## config.mk

```make
export PLATFORM = sky130hd
export DESIGN_NAME = integer_calculator_lcm_gcd
export DESIGN_NICKNAME = d
export VERILOG_FILES = /design/src/hw/rtl/icl_pkg.sv /design/src/hw/rtl/icl_dpath.sv /design/src/hw/rtl/icl_ctrl.sv /design/src/hw/rtl/integer_calculator_lcm_gcd.sv
export SDC_FILE = /design/constraint.sdc
export NUM_CORES = 1
export LEC_CHECK = 0
export BUFFER_PORTS_ARGS = -buffer_cell sky130_fd_sc_hd__buf_2
export CORE_MARGIN = 3
export CORE_UTILIZATION = 25
export CTS_BUF_LIST = sky130_fd_sc_hd__clkbuf_4 sky130_fd_sc_hd__clkbuf_8
export DETAILED_ROUTE_END_ITERATION = 12
export GPL_TIMING_DRIVEN = 0
export SYNTH_ARGS = -nofsm -noshare
export SYNTH_HDL_FRONTEND = slang
export SYNTH_HIERARCHICAL = 1
export SYNTH_SLANG_ARGS = --single-unit
```

## constraint.sdc

```tcl
create_clock -name clk -period 12.6 [get_ports clk]
set_clock_uncertainty 0.15 [all_clocks]
set_input_delay 2.52 -clock clk [delete_from_list [all_inputs] [get_ports clk]]
set_output_delay 2.52 -clock clk [all_outputs]
set_load 0.01 [all_outputs]
```

## src/hw/rtl/icl_pkg.sv

```systemverilog
`default_nettype none

package icl_pkg;

  // Fixed field widths
  localparam int VALUE_W           = 33;
  localparam int OPND_IN_W         = 16;
  localparam int OPERAND_WIDTH_DEF = 16;

  // Operation codes; 6 and 7 are invalid
  typedef enum logic [2:0] {
    OP_ADD = 3'd0,
    OP_SUB = 3'd1,
    OP_MUL = 3'd2,
    OP_DIV = 3'd3,
    OP_LCM = 3'd4,
    OP_GCD = 3'd5
  } op_t;

  // Result status codes
  typedef enum logic [1:0] {
    STAT_OK       = 2'd0,
    STAT_DIV_ZERO = 2'd1,
    STAT_ZERO_OPND = 2'd2,
    STAT_INVALID  = 2'd3
  } status_t;

  // Input item
  typedef struct packed {
    logic [2:0]           operation;
    logic [OPND_IN_W-1:0] first_operand;
    logic [OPND_IN_W-1:0] second_operand;
  } in_item_t;

  // Result item
  typedef struct packed {
    logic signed [VALUE_W-1:0] value;
    logic [1:0]                status;
  } out_item_t;

  // Controller states
  typedef enum logic [2:0] {
    S_IDLE,
    S_DECODE,
    S_GCD,
    S_LCM_INIT,
    S_DIV,
    S_DIV_END,
    S_DONE
  } ctl_state_t;

  // Datapath commands
  typedef enum logic [3:0] {
    DP_NOP,
    DP_LOAD,
    DP_ADD,
    DP_SUB,
    DP_MUL,
    DP_CLEAR,
    DP_GCD_STEP,
    DP_GCD_FIX,
    DP_DIV_INIT_B,
    DP_DIV_INIT_G,
    DP_DIV_STEP,
    DP_QUO,
    DP_LCM_MUL
  } dp_cmd_t;

  // Controller to datapath
  typedef struct packed {
    dp_cmd_t cmd;
  } dp_ctl_t;

  // Datapath to controller
  typedef struct packed {
    logic a_zero;
    logic b_zero;
    logic gcd_eq;
    logic div_last;
  } dp_stat_t;

endpackage

`default_nettype wire

```

## src/hw/rtl/icl_dpath.sv

```systemverilog
`default_nettype none

module icl_dpath #(
  parameter int OPERAND_WIDTH = icl_pkg::OPERAND_WIDTH_DEF
) (
  input  wire logic                           clk,
  input  wire icl_pkg::dp_ctl_t               ctl,
  input  wire logic [icl_pkg::OPND_IN_W-1:0]  in_a,
  input  wire logic [icl_pkg::OPND_IN_W-1:0]  in_b,
  output icl_pkg::dp_stat_t                   stat,
  output logic [icl_pkg::VALUE_W-1:0]         value
);
  import icl_pkg::*;

  localparam int W  = OPERAND_WIDTH;
  localparam int KW = $clog2(W);
  localparam int CW = $clog2(W);
  localparam int PW = 2 * W + VALUE_W;

  // Operands as taken in
  logic [W-1:0]       opa_r, opb_r;
  // Binary GCD working pair and common power of two
  logic [W-1:0]       ga_r, gb_r;
  logic [KW-1:0]      k_r;
  // Restoring divider
  logic [W-1:0]       q_r, rem_r, dv_r;
  logic [CW-1:0]      cnt_r;
  // Result
  logic [VALUE_W-1:0] res_r;

  logic [W:0]         div_t;
  logic [W:0]         div_d;
  logic               div_ge;
  logic [W-1:0]       g_diff_ab, g_diff_ba;
  logic [W-1:0]       mul_x;
  logic [2*W-1:0]     prod;
  logic [PW-1:0]      prod_ext;

  // Divider step: shift next dividend bit into partial remainder, trial subtract
  assign div_t  = {rem_r, q_r[W-1]};
  assign div_d  = div_t - {1'b0, dv_r};
  assign div_ge = div_t >= {1'b0, dv_r};

  assign g_diff_ab = ga_r - gb_r;
  assign g_diff_ba = gb_r - ga_r;

  // One shared multiplier: a*b, or quotient*b for lcm
  assign mul_x    = (ctl.cmd == DP_LCM_MUL) ? q_r : opa_r;
  assign prod     = mul_x * opb_r;
  assign prod_ext = PW'(prod);

  always_ff @(posedge clk) begin
    unique case (ctl.cmd)
      DP_LOAD: begin
        opa_r <= W'(in_a);
        opb_r <= W'(in_b);
        ga_r  <= W'(in_a);
        gb_r  <= W'(in_b);
        k_r   <= '0;
      end
      DP_ADD:   res_r <= VALUE_W'(opa_r) + VALUE_W'(opb_r);
      DP_SUB:   res_r <= VALUE_W'(opa_r) - VALUE_W'(opb_r);
      DP_MUL:   res_r <= prod_ext[VALUE_W-1:0];
      DP_CLEAR: res_r <= '0;
      DP_GCD_STEP: begin
        priority if (!ga_r[0] && !gb_r[0]) begin
          ga_r <= ga_r >> 1;
          gb_r <= gb_r >> 1;
          k_r  <= k_r + 1'b1;
        end else if (!ga_r[0]) begin
          ga_r <= ga_r >> 1;
        end else if (!gb_r[0]) begin
          gb_r <= gb_r >> 1;
        end else if (ga_r >= gb_r) begin
          ga_r <= g_diff_ab >> 1;
        end else begin
          gb_r <= g_diff_ba >> 1;
        end
      end
      DP_GCD_FIX: begin
        ga_r  <= ga_r << k_r;
        res_r <= VALUE_W'(ga_r << k_r);
      end
      DP_DIV_INIT_B, DP_DIV_INIT_G: begin
        q_r   <= opa_r;
        rem_r <= '0;
        dv_r  <= (ctl.cmd == DP_DIV_INIT_G) ? ga_r : opb_r;
        cnt_r <= CW'(W - 1);
      end
      DP_DIV_STEP: begin
        q_r   <= {q_r[W-2:0], div_ge};
        rem_r <= div_ge ? div_d[W-1:0] : div_t[W-1:0];
        cnt_r <= cnt_r - 1'b1;
      end
      DP_QUO:     res_r <= VALUE_W'(q_r);
      DP_LCM_MUL: res_r <= prod_ext[VALUE_W-1:0];
      default: ;
    endcase
  end

  // Status to controller
  assign stat.a_zero   = (opa_r == '0);
  assign stat.b_zero   = (opb_r == '0);
  assign stat.gcd_eq   = (ga_r == gb_r);
  assign stat.div_last = (cnt_r == '0);

  assign value = res_r;

endmodule

`default_nettype wire

```

## src/hw/rtl/icl_ctrl.sv

```systemverilog
`default_nettype none

module icl_ctrl (
  input  wire logic              clk,
  input  wire logic              rst_n,
  input  wire logic              start,
  input  wire logic [2:0]        in_op,
  input  wire icl_pkg::dp_stat_t stat,
  output icl_pkg::dp_ctl_t       ctl,
  output logic                   busy,
  output logic                   done,
  output logic [1:0]             status
);
  import icl_pkg::*;

  ctl_state_t state_r, state_nxt;
  op_t        op_r, op_nxt;
  status_t    status_r, status_nxt;

  // Control registers
  always_ff @(posedge clk) begin
    if (!rst_n) begin
      state_r  <= S_IDLE;
      op_r     <= OP_ADD;
      status_r <= STAT_OK;
    end else begin
      state_r  <= state_nxt;
      op_r     <= op_nxt;
      status_r <= status_nxt;
    end
  end

  // Next state
  always_comb begin
    state_nxt  = state_r;
    op_nxt     = op_r;
    status_nxt = status_r;
    unique case (state_r)
      S_IDLE: begin
        if (start) begin
          state_nxt  = S_DECODE;
          op_nxt     = op_t'(in_op);
          status_nxt = STAT_OK;
        end
      end
      S_DECODE: begin
        state_nxt = S_DONE;
        unique case (op_r)
          OP_ADD, OP_SUB, OP_MUL: ;
          OP_DIV: begin
            if (stat.b_zero) status_nxt = STAT_DIV_ZERO;
            else state_nxt = S_DIV;
          end
          OP_LCM, OP_GCD: begin
            if (stat.a_zero || stat.b_zero) status_nxt = STAT_ZERO_OPND;
            else state_nxt = S_GCD;
          end
          default: status_nxt = STAT_INVALID;
        endcase
      end
      S_GCD: begin
        if (stat.gcd_eq) state_nxt = (op_r == OP_GCD) ? S_DONE : S_LCM_INIT;
      end
      S_LCM_INIT: state_nxt = S_DIV;
      S_DIV: begin
        if (stat.div_last) state_nxt = S_DIV_END;
      end
      S_DIV_END: state_nxt = S_DONE;
      S_DONE:    state_nxt = S_IDLE;
      default:   state_nxt = S_IDLE;
    endcase
  end

  // Datapath commands
  always_comb begin
    ctl.cmd = DP_NOP;
    unique case (state_r)
      S_IDLE: if (start) ctl.cmd = DP_LOAD;
      S_DECODE: begin
        unique case (op_r)
          OP_ADD: ctl.cmd = DP_ADD;
          OP_SUB: ctl.cmd = DP_SUB;
          OP_MUL: ctl.cmd = DP_MUL;
          OP_DIV: ctl.cmd = stat.b_zero ? DP_CLEAR : DP_DIV_INIT_B;
          OP_LCM, OP_GCD: ctl.cmd = (stat.a_zero || stat.b_zero) ? DP_CLEAR : DP_NOP;
          default: ctl.cmd = DP_CLEAR;
        endcase
      end
      S_GCD:      ctl.cmd = stat.gcd_eq ? DP_GCD_FIX : DP_GCD_STEP;
      S_LCM_INIT: ctl.cmd = DP_DIV_INIT_G;
      S_DIV:      ctl.cmd = DP_DIV_STEP;
      S_DIV_END:  ctl.cmd = (op_r == OP_DIV) ? DP_QUO : DP_LCM_MUL;
      S_DONE:     ctl.cmd = DP_NOP;
      default:    ctl.cmd = DP_NOP;
    endcase
  end

  assign busy   = (state_r != S_IDLE);
  assign done   = (state_r == S_DONE);
  assign status = status_r;

endmodule

`default_nettype wire

```

## src/hw/rtl/integer_calculator_lcm_gcd.sv

```systemverilog
// Add, sub, mul and every error status go from decode straight to done; divide runs
// the restoring divider; gcd runs binary GCD steps until the pair is equal; lcm runs
// the GCD, then divides the first operand by it and multiplies by the second.
// The divider retires one bit a cycle.
// Throughput: one item in flight; a new item is taken the cycle after the strobe.
// Reset is synchronous, active low, and returns the controller to idle.
`default_nettype none

module integer_calculator_lcm_gcd #(
  parameter int OPERAND_WIDTH = icl_pkg::OPERAND_WIDTH_DEF
) (
  input  wire logic               clk,
  input  wire logic               rst_n,
  input  wire logic               start,
  output logic                    busy,
  input  wire icl_pkg::in_item_t  in_item,
  output logic                    out_valid,
  output icl_pkg::out_item_t      out_item
);
  import icl_pkg::*;

  dp_ctl_t            ctl;
  dp_stat_t           stat;
  logic [VALUE_W-1:0] value;
  logic [1:0]         status;

  // Sequencer
  icl_ctrl u_ctrl (
    .clk    (clk),
    .rst_n  (rst_n),
    .start  (start),
    .in_op  (in_item.operation),
    .stat   (stat),
    .ctl    (ctl),
    .busy   (busy),
    .done   (out_valid),
    .status (status)
  );

  // Arithmetic
  icl_dpath #(
    .OPERAND_WIDTH (OPERAND_WIDTH)
  ) u_dpath (
    .clk   (clk),
    .ctl   (ctl),
    .in_a  (in_item.first_operand),
    .in_b  (in_item.second_operand),
    .stat  (stat),
    .value (value)
  );

  assign out_item.value  = value;
  assign out_item.status = status;

endmodule

`default_nettype wire

```

# == Word-level counts from Yosys, hierarchy flattened ==
# Index checks and enable logic that the tools add are counted.
# totals
reg_bits,161
output_inout_bits,37
elab_cells,127
# classes
add_sub_neg,7
mul,1
order_cmp,2
eq_ne,35
shift,2
n_mux,39
n_reduce_logical,26
# ops
op,count
33-bit case mux with 6 select lines,1
16-bit 2-to-1 mux,11
16-bit case mux with 2 select lines,3
16-bit case mux with 3 select lines,1
16-bit subtractor,3
16-bit by 4-bit left shift with 33-bit output,1
16-bit zero test,2
16-bit by 16-bit multiplier with 32-bit output,1
4-bit case mux with 6 select lines,1
3-bit 2-to-1 mux,7
"4-bit == test, second input constant",5
4-bit case mux with 5 select lines,1
3-bit case mux with 6 select lines,1
16-bit by 16-bit adder with 17-bit output,1
17-bit by 16-bit >= comparator with 1-bit output,1
16-bit by 16-bit subtractor with 17-bit output,1
16-bit == test,1
"4-bit by 3-bit == test with 1-bit output, second input constant",4
16-bit >= comparator,1
4-bit case mux with 2 select lines,2
16-bit by 4-bit left shift with 16-bit output,1
"3-bit == test, second input constant",5
"3-bit by 2-bit == test with 1-bit output, second input constant",4
"4-bit != test, second input constant",3
28 further kinds,50

# == Longest topological paths before layout ==
# logic_depth
word_depth,9
depth_mapped,39
mapped_depth_nobuf,34

# == Modules after synthesis ==
# Netlist, hierarchy kept.
# by_module_without_submodules
mod,n_inst,cells_each,area_per_inst_um2,seq_area_each_um2
icl_dpath,1,2233,20270.7,4594.4
icl_ctrl,1,86,655.6,160.2

# == Least setup slack after synthesis ==
# No wires, ideal clock.
# synth_path
path_kind,input-to-reg
start,input start
end,"register u_dpath.res_r[30] (netlist: u_dpath/value[30]), data pin"
setup_ps,273
t_arrival_ps,9247
required_time_ps,12177
setup_slack_ps,2930
cell_stages,30
cell_sequence,nand2_1 a21oi_1 a311o_1 buf_2 nor2_1 nand2_1 nor2_2 buf_2 mux2_2 buf_2 nand2_1 fa_1 fa_1 fa_1 inv_1 fa_1 fa_1 inv_1 fa_1 inv_1 ha_1 clkbuf_1 a21oi_1 o21ai_0 a31oi_1 o31a_1 o21bai_1 a311oi_1 mux2i_1 o221ai_1
# synth_rtl
element,line,text
"start, declared",integer_calculator_lcm_gcd.sv:14,"input wire logic start,"
"end signal, assigned",icl_dpath.sv:61,DP_ADD: res_r <= VALUE_W'(opa_r) + VALUE_W'(opb_r);
"end signal, assigned",icl_dpath.sv:62,DP_SUB: res_r <= VALUE_W'(opa_r) - VALUE_W'(opb_r);
"end signal, assigned",icl_dpath.sv:63,DP_MUL: res_r <= prod_ext[VALUE_W-1:0];
"end, declared",icl_dpath.sv:29,logic [VALUE_W-1:0] res_r;

==> results.toml <==
[global_route]
grt_max_degree = 33
gr-total-overflow = 0
grt_pass1_vias = 17411
grt_first_pass_wirelength_um = 109000
grt_usage_pct = 16.4
antenna_found_initial = 5

[clock_network]
post_cts_buffers = 0
cts.clk_slew.worst_paths_ns = 0.10
cts_made_buffers = 17
cts_resized = 0
ctsHoldBuffers = 0
clock_path_buffers = 2
htreeDepth = 4
clock_latency_ns = 0.51
cts_tree = "built"
numClockSinks = 161
root_buffer = "clkbuf_8"

[final_layout]
nets = 2840
finish.utilization_pct = 28.1
num-fill-cells = 8880
area_growth_pct = 10.7
multi_input_area_sq_um = 14400
regArea_sq_um = 4750
layout-drive-gt1-share_pct = 9.96

[setup_path]
cp.arrival_ns = 11.31
slowest_stage = "mux2i_1"
r2r_end = "u_dpath/value[30]"
reg2regPathDepth = 34
path_max_fanout = 10
timing.rr.start = "u_dpath/opb_r[9]"
cp-end-kind = "flop"
reg2reg_slack_ns = 1.58
crit_path_end = "u_dpath/value[30]"
crit_top_cell = "fa_1"
worstPathRequired_ns = 12.69
crit_path_max_incr_delay_ns = 1.09
critPathLaunch = "start"
worstSetupPathType = "in -> reg"
cp-start-kind = "primary input"

[floorplan]
die_area_sq_um = 87200
ioPinCount = 75
row_count = 105
core_area_sq_um = 82500
die-width_um = 295
start_util_pct = 25.4
die_y_um = 295

[logic_synthesis]
syn_inst = 2319
synth_area_sq_um = 20900
postSynthAreaPerCell_sq_um = 9.02
synth_top_family_by_area = "adder cells"
synth-edff-count = 153
yosys.area.top_type = "edfxtp_1"
muxShareOfSynthArea_pct = 3.83
yosys_register_bits = 161
synth_seq_area_share_pct = 22.7
synthSimpleGateAreaFrac_pct = 16.5
synthArstFlopShare_pct = 0
synth_most_common_cell = "inv_1"
synth_xor_area_share_pct = 2.51
syn_nets = 2743
synth_compound_area_share_pct = 15.7
synth.area.top_cells = "edfxtp_1 (22%), fa_1 (19%), ha_1 (11%), inv_1 (5.8%), nand2_1 (5.6%)"
synth_fa_ha_area_share_pct = 30.2
synth.distinct_cells = 107
synth-main-ff-cell = "edfxtp_1"
yosys_warnings = 6
synth_top_area_share_pct = 22.0
ys_top_cells_by_count = "inv_1 (326), nand2_1 (310), fa_1 (199), ha_1 (187), nor2_1 (179)"

[routing]
routed.top_layer = "met4"
met1_length_um = 31200
drc_errors = 0
viasPerCell = 5.02
num_vias = 17605
dr_wl_met2_um = 32500
ant_nets = 0
detail_route.wl_per_cell_um = 20.4
drt_iter0_markers = 1570
dr.pass1.iters = 7
finalWirelength_um = 71600
routed-wl-met3_um = 5140

[timing]
max_freq_mhz = 89.1
hold_violations = 0
worstMarginPinSlew_ns = 1.44
rsz0062_at_grt = "false"
maxSlewHeadroom_pct = 3.34
final-max-slew-violation-count = 0
period_needed_ns = 11.22
setup-tns-final_ns = 0
setup-violations-final = 0
fin_crit_sh_pct = 89.0

[placement]
numPortBuffers = 74
place_congestion = 0.973
dp_hpwl_um = 58300

[status]
status = "finished clean"

[min_path]
min_from = "u_ctrl/status[1]"
worstHoldPathType = "reg -> reg"

[flow_run]
maxCapViolCount = 0
cells in the final DEF, fill, tap and decap left out, types with 9 or more instances in the layout:
cell,Yosys,layout
and3_1,10,10
o21a_1,16,16
or3_1,9,9
o21ai_0,86,85
nand4_1,9,9
buf_6,11,12
a221oi_1,15,15
o211ai_1,20,20
a21oi_1,101,100
clkbuf_1,58,58
inv_1,326,325
and2_1,61,61
edfxtp_1,153,153
nor4_1,11,11
nor2b_1,14,14
nand3_1,36,36
nor3_1,29,29
xnor2_1,33,33
xor2_1,27,27
o21ai_1,9,9
a31oi_1,11,11
buf_2,24,98
o22ai_1,17,17
o21bai_1,13,13
a21o_1,32,32
nor2_1,179,178
nand2_1,310,310
clkbuf_8,0,17
nand2b_1,26,26
fa_1,199,199
mux2i_1,47,46
a211oi_1,13,13
a22oi_1,19,19
ha_1,187,187
mux2_2,20,20
worst max-delay path, delay by kind of cell:
kind	cells	cell delay, ns
AOI/OAI and AO/OA	8	1.71
adders and majority gates	7	3.46
buffers and inverters	8	1.01
muxes	2	1.32
and+or+nand+nor	5	1.28
metal layers:
| layer | vias up | GRT usage, % |
|---|---|---|
| met1 | 8692 | 22.4 |
| met2 | 698 | 26.2 |
| met5 | - | 0 |
| met4 | 0 | 6.38 |
| li1 | 8080 | - |
| met3 | 135 | 2.35 |
flip-flops by register name (all words and copies together) (netlist names):
register,flops
u_dpath/k_r,4
u_dpath/dv_r,16
u_dpath/gb_r,16
u_dpath/cnt_r,4
u_dpath/value,33
u_ctrl/op_r,3
u_dpath/opb_r,16
u_dpath/opa_r,16
u_ctrl/state_r,3
u_dpath/rem_r,16
u_ctrl/status,2
u_dpath/q_r,16
u_dpath/ga_r,16
worst min-delay path by stage:
stage | end | slack [ns] | cells past startpoint
after floorplan | u_ctrl/status[1] | 0.33 | 2
after global placement | u_ctrl/status[1] | 0.32 | 2
after detailed placement | u_ctrl/status[1] | 0.33 | 2
after CTS | u_ctrl/status[1] | 0.35 | 2
after global routing | u_ctrl/status[0] | 0.37 | 2
final | u_ctrl/status[1] | 0.33 | 2
kinds of logic after synthesis:
family / Yosys count
AOI/OAI and AO/OA: 467
xor gates and xnor gates: 60
adders and majority gates: 386
buffers and inverters: 434
DFF: 161
muxes: 72
and+or+nand+nor: 739
per-stage QoR:
step / std cells / setup WS [ns] / hold slack, ns / instance area [sq um]
5_1_grt: 3503 / 1.11 / 0.367 / 23200
2_1_floorplan: 2319 / 2.93 / 0.334 / 20900
6_report: 3504 / 1.38 / 0.332 / 23200
3_5_place_dp: 3466 / 0.922 / 0.334 / 22700
3_3_place_gp: 3463 / 0.766 / 0.322 / 22600
4_1_cts: 3498 / 1.46 / 0.348 / 23100
cell type report:
type / count / area share, %
tap: 1070 / 5.78
multi-input combinational: 1724 / 62.3
inverter: 330 / 5.35
timing repair buffer: 78 / 1.91
antenna: 5 / 0.0540
buffer: 104 / 2.31
clock buffer: 18 / 1.04
sequential: 161 / 20.5
clock inverter: 14 / 0.729
Power is not shown: default switching activity piles up to over one toggle a cycle in this logic, so the estimate is an artifact.
